**src/rtl/bfnp_pkg.sv**
```systemverilog
// Package for the bitmap find next/prev block: field widths, request modes,
// controller state codes and parameter defaults. No dependencies.
`timescale 1ns / 1ps
package bfnp_pkg;

  localparam int unsigned MAX_BITS_DEF  = 4096;
  localparam int unsigned WORD_BITS_DEF = 64;

  localparam int unsigned MODE_W = 3;
  localparam int unsigned POS_W  = 12;
  localparam int unsigned LEN_W  = 13;
  localparam int unsigned IDX_W  = 14;

  typedef enum logic [MODE_W-1:0] {
    MODE_WRITE     = 3'd0,
    MODE_READ      = 3'd1,
    MODE_NEXT_ONE  = 3'd2,
    MODE_NEXT_ZERO = 3'd3,
    MODE_PREV_ONE  = 3'd4,
    MODE_PREV_ZERO = 3'd5
  } mode_e;

  typedef enum logic [4:0] {
    ST_IDLE = 5'b00001,
    ST_FIX  = 5'b00010,
    ST_ACC  = 5'b00100,
    ST_SCAN = 5'b01000,
    ST_DONE = 5'b10000
  } state_e;

endpackage

```
**src/rtl/bfnp_word_search.sv**
```systemverilog
// Searches one word for the lowest or highest bit equal to a wanted value
// inside an inclusive offset window. Depends on bfnp_pkg.
`timescale 1ns / 1ps
module bfnp_word_search
  import bfnp_pkg::*;
#(
  parameter int unsigned WORD_BITS = WORD_BITS_DEF
) (
  input  logic [WORD_BITS-1:0]         data_i,
  input  logic                         want_i,
  input  logic                         backward_i,
  input  logic [$clog2(WORD_BITS)-1:0] lo_i,
  input  logic [$clog2(WORD_BITS)-1:0] hi_i,
  output logic                         found_o,
  output logic [$clog2(WORD_BITS)-1:0] off_o
);

  localparam int unsigned OW = $clog2(WORD_BITS);

  logic [WORD_BITS-1:0] match;

  always_comb begin
    for (int j = 0; j < WORD_BITS; j++) begin
      match[j] = (data_i[j] == want_i) && (OW'(j) >= lo_i) && (OW'(j) <= hi_i);
    end
    found_o = |match;
    off_o   = '0;
    if (backward_i) begin
      for (int j = 0; j < WORD_BITS; j++) begin
        if (match[j]) off_o = OW'(j);
      end
    end else begin
      for (int j = WORD_BITS - 1; j >= 0; j--) begin
        if (match[j]) off_o = OW'(j);
      end
    end
  end

endmodule

```
**config.mk**
```make
export PLATFORM = sky130hd
export DESIGN_NAME = bfnp_word_search
export DESIGN_NICKNAME = d
export VERILOG_FILES = /design/src/rtl/bfnp_pkg.sv /design/src/rtl/bfnp_word_search.sv
export SDC_FILE = /design/constraint.sdc
export NUM_CORES = 1
export LEC_CHECK = 0
export ABC_AREA = 1
export BUFFER_PORTS_ARGS = -buffer_cell sky130_fd_sc_hd__buf_2
export CORE_MARGIN = 1
export CORE_UTILIZATION = 35
export DETAILED_ROUTE_END_ITERATION = 8
export PLACE_DENSITY_LB_ADDON = 0.1
export SYNTH_ARGS = -nofsm -noshare
export SYNTH_HDL_FRONTEND = slang
export SYNTH_SLANG_ARGS = --single-unit
export TNS_END_PERCENT = 5
```
**constraint.sdc**
```tcl
create_clock -name vclk -period 7.14
set_clock_uncertainty 0.1 [all_clocks]
set_input_delay 0.357 -clock vclk [all_inputs]
set_output_delay 0.357 -clock vclk [all_outputs]
set_load 0.02 [all_outputs]
```
; ---- Yosys cells after proc, flatten, opt, wreduce, memory -nomap -nowiden
; Index checks and enable logic that the tools add are counted.
; W data, S select, Z words.
[totals]
register_bits = 0
wordCells = 449
[classes]
n_lt_le_gt_ge = 128
eq_ne = 64
muxes = 128
n_reduce_logical = 129
[op_table]
columns = cell, n
row1 = $mux W6, 127
row2 = $ge A6 B6 Y1 const A, 32
row3 = $le A6 B6 Y1 const A, 32
row4 = $logic_and A1 B1 Y1, 128
row5 = $ge A5 B6 Y1 const A, 16
row6 = $le A5 B6 Y1 const A, 16
row7 = $eq A1 B1 Y1, 64
row8 = $reduce_or A64 Y1, 1
row9 = $ge A4 B6 Y1 const A, 8
row10 = $le A4 B6 Y1 const A, 8
row11 = $ge A3 B6 Y1 const A, 4
row12 = $le A3 B6 Y1 const A, 4
row13 = $ge A1 B6 Y1 const A, 2
row14 = $ge A2 B6 Y1 const A, 2
row15 = $le A1 B6 Y1 const A, 2
row16 = $le A2 B6 Y1 const A, 2
row17 = $mux W1, 1

; ---- Longest topological paths before layout
[depth]
word_depth = 68
ltp_mapped = 70

; ---- Worst setup path after synthesis
; OpenSTA, ideal clock, no wires.
[synth_timing]
path_type = input-to-output
from = input port want_i
to = output port off_o[0]
arrival_ps = 3999
slack_ps = 2684
path_stages = 46
path_cell_list = buf_4 buf_6 buf_6 buf_2 buf_2 buf_2 xnor2_1 inv_1 nor4_1 inv_1 nand2_1 nand2_1 nand2_1 nand2_1 nand2_1 nand2_1 nand2_1 nand2_1 [10 not listed] nand2_1 nand2_1 nand2_1 nand2_1 nand2_1 nand2_1 nand2_1 nand2_1 nand2_1 nand2_1 nand2_1 nand2_1 nand2_1 nand2_1 nand2_1 nand2_1 nand2_1 nand2_1
[synth_via]
elab_chain_cells = 68
elab_cells_between_ends = 320
cone_classes = eq/ne: 64 / mux: 128 / reduce/logical: 128
[synth_rtl]
columns = element, line_no
row1 = start: declaration, bfnp_word_search.sv:10  ; input logic want_i,
row2 = $eq A1 B1 Y1, bfnp_word_search.sv:24  ; match[j] = (data_i[j] == want_i) && (OW'(j) >= lo_i) && (OW'(j) <= hi_i);
row3 = $logic_and A1 B1 Y1 (2 in a row), bfnp_word_search.sv:24
row4 = $mux W6 (64 in a row), bfnp_word_search.sv:34  ; if (match[j]) off_o = OW'(j);
row5 = $mux W6 *, bfnp_word_search.sv:28  ; if (backward_i) begin
row6 = end: declaration, bfnp_word_search.sv:15  ; output logic [$clog2(WORD_BITS)-1:0] off_o
; Every way passes the cells marked *; elsewhere a longest branch is shown, timed or not.

; ---- Worst setup path in the final report
; Same ends and word-level chain as after synthesis.

==> qor.yml <==
layout:
  syn2layout_area_growth_pct: 12.52
  final_cell_mix: "nand2_1 (226), buf_2 (85), inv_1 (74), nor2_1 (68), o21ai_0 (48)"
  seq_area_sq_um: 0
  diodes: 0
  fin_area_sq_um: 3835
  seq_cells: 0
  layout_commonest_cell: "nand2_1"
  num-fill-cells: 1117
  drive_gt1_share_pct: 18.29
  nClkBuffers: 0
  postLayoutCoreUtil_pct: 41.11
  finalNetCount: 807
  instances_no_fill: 856
placed_design:
  place_congestion: 0.9483
  place_area_sq_um: 3835
  io_buffers: 85
  dp.cells: 856
  dpl.hpwl_um: 11470
  pre_cts_ws_ns: 1.672
logic_synthesis:
  synth-seq-area-share_pct: 0
  yosys.area_share.simple_pct: 45.30
  synth_adder_area_share_pct: 0
  yosysWarnings: 0
  syn_nets: 738
  ys_types: 46
  synth_top_family_by_area: "simple AND/OR/NAND/NOR gates"
  syn-cell-area_sq_um: 3408
  synth_xor_xnor_area_share_pct: 13.62
  avgSynthCellArea_sq_um: 5.164
  netlist_instances: 660
  muxShareOfSynthArea_pct: 0
  synth-compound-area-share_pct: 26.17
setup_path:
  critPathCaptureType: "output pin"
  cp.depth: 68
  crit_type: "in -> out"
  cp_common_cell: "nand2_1"
  crit_fanout: 53
  slowest_delay_ns: 0.66
  critPathBufInv: 3
  crit_path_start_kind: "primary input"
  cp_data_arrival_time_ns: 5.11
  critPathRequiredTime_ns: 6.68
  crit_family: "simple AND/OR/NAND/NOR gates"
  worst_path_max_delay_cell: "buf_4"
floorplan:
  core_area_sq_um: 9328
  start_util_pct: 36.54
  die-area_sq_um: 10140
  pin_count: 85
  die_x_um: 100.7
  die_h_um: 100.7
  row_count: 35
global_routing:
  antenna_found_initial: 0
  grt_max_degree: 54
  grt_usage_pct: 28.39
  grt_pass1_wl_um: 22440
  grt.overflow.total: 0
  grt_pass1_vias: 4347
sta:
  relSlewSlack_pct: 43.17
  setup_violations: 0
  max_clock_freq_ghz: 0.1797
  timing.hold.ws_ns: 1.041
  fin_tns_setup_ns: 0
  rsz0062_at_grt: "false"
  fin_ws_ns: 1.575
  tightest_slew_ns: 0.8525
  fin_crit_sh_pct: 77.94
  final-max-slew-violation-count: 0
  finalCriticalPeriod_ns: 5.565
  finalHoldViolCount: 0
detailed_routing:
  first_pass_iters: 5
  wl_met1_um: 6600
  route.met2.wl_um: 5947
  postRouteAntennaNets: 0
  wl_met3_um: 900
  vias_per_cell: 5.268
  top_layer: "met4"
  wl_per_cell_um: 16.32
  drt-initial-drc-count: 318
  wl_um: 13970
  drc: 0
  num_vias: 4509
cts:
  ctsHoldBuffers: 0
  cts_setup_buffers: 0
  ctsResizeCount: 0
pwr:
  switchingPower_mw: 0.2304
  ir_drop_uv: 31.70
  fin_total_pwr_mw: 0.3470
  combPwrFrac_pct: 100.0
  p_leak_nw: 2.080
  p_per_area_nw_per_um2: 90.47
  switching_share_pct: 66.41
  p_int_mw: 0.1165
  clkPwrFrac_pct: 0
  power_frac_seq_pct: 0
outcome:
  status: "completed"
job:
  maxCapViolCount: 0
hold_path:
  min_path_cells: 4
  min_path_type: "in -> out"
==> Yosys cell counts (2+ instances only) <==
| cell | number | area (sq um) |
|---|---|---|
| a211oi_1 | 2 | 15.01 |
| nand4_1 | 5 | 31.28 |
| xnor2_1 | 27 | 236.5 |
| buf_4 | 4 | 30.03 |
| xor2_1 | 26 | 227.7 |
| o211ai_1 | 4 | 30.03 |
| inv_1 | 74 | 277.8 |
| a31oi_1 | 12 | 75.07 |
| nor2_1 | 68 | 255.2 |
| o21ai_1 | 2 | 10.01 |
| nand3_1 | 17 | 85.08 |
| or2_2 | 3 | 18.77 |
| nand3_2 | 4 | 40.04 |
| buf_6 | 10 | 112.6 |
| buf_2 | 5 | 25.02 |
| o31ai_1 | 6 | 45.04 |
| a21oi_1 | 38 | 190.2 |
| nor2_2 | 9 | 56.30 |
| nand2_2 | 3 | 18.77 |
| o211ai_2 | 2 | 25.02 |
| inv_2 | 12 | 45.04 |
| nand2_1 | 226 | 848.3 |
| o2111ai_1 | 10 | 87.58 |
| a2111oi_0 | 2 | 17.52 |
| nor2_4 | 4 | 45.04 |
| nor4_1 | 4 | 25.02 |
| nor3_1 | 12 | 60.06 |
| a2111o_1 | 3 | 33.78 |
| nand2_4 | 2 | 22.52 |
| o21ai_0 | 48 | 240.2 |
==> power by group through the flow <==
stage               Clock [mW]  Sequential (mW)  Combinational [mW]
detailed placement           0                0               0.338
finish                       0                0               0.347
global route                 0                0               0.390
CTS                          0                0               0.341
floorplan                    0                0               0.242
global placement             0                0               0.339
==> cell type report <==
type | count | area (sq um) | share of cell area [%]
multi-input cells | 552 | 2900 | 75.63
inverters | 89 | 340.3 | 8.874
well taps | 129 | 161.4 | 4.209
repair buffers | 86 | 432.9 | 11.29
==> worst min-delay path, stage by stage <==
cell and delay, ns:
buf_2 0.16, nand2_1 0.08, nand2_1 0.04, buf_2 0.15
==> cell families after synthesis <==
logic type             count (synthesis)
AND/OR/NAND/NOR                      360
XOR/XNOR                              53
AO/OA/AOI/OAI                        139
buffers and inverters                108
==> layer usage <==
layer | vias to the layer above | global-route usage (%)
li1 | 2281 | -
met1 | 1998 | 39.38
met2 | 202 | 46.84
met3 | 28 | 1.387
met4 | 0 | 9.476
met5 | - | 0
==> path summary, 6_finish.rpt <==
kind | slack, ns | start | endpoint
worst max-delay path | 1.58 | want_i | off_o[0]
worst min-delay path | 1.04 | backward_i | off_o[0]
Power figures use the tool's default switching activity.
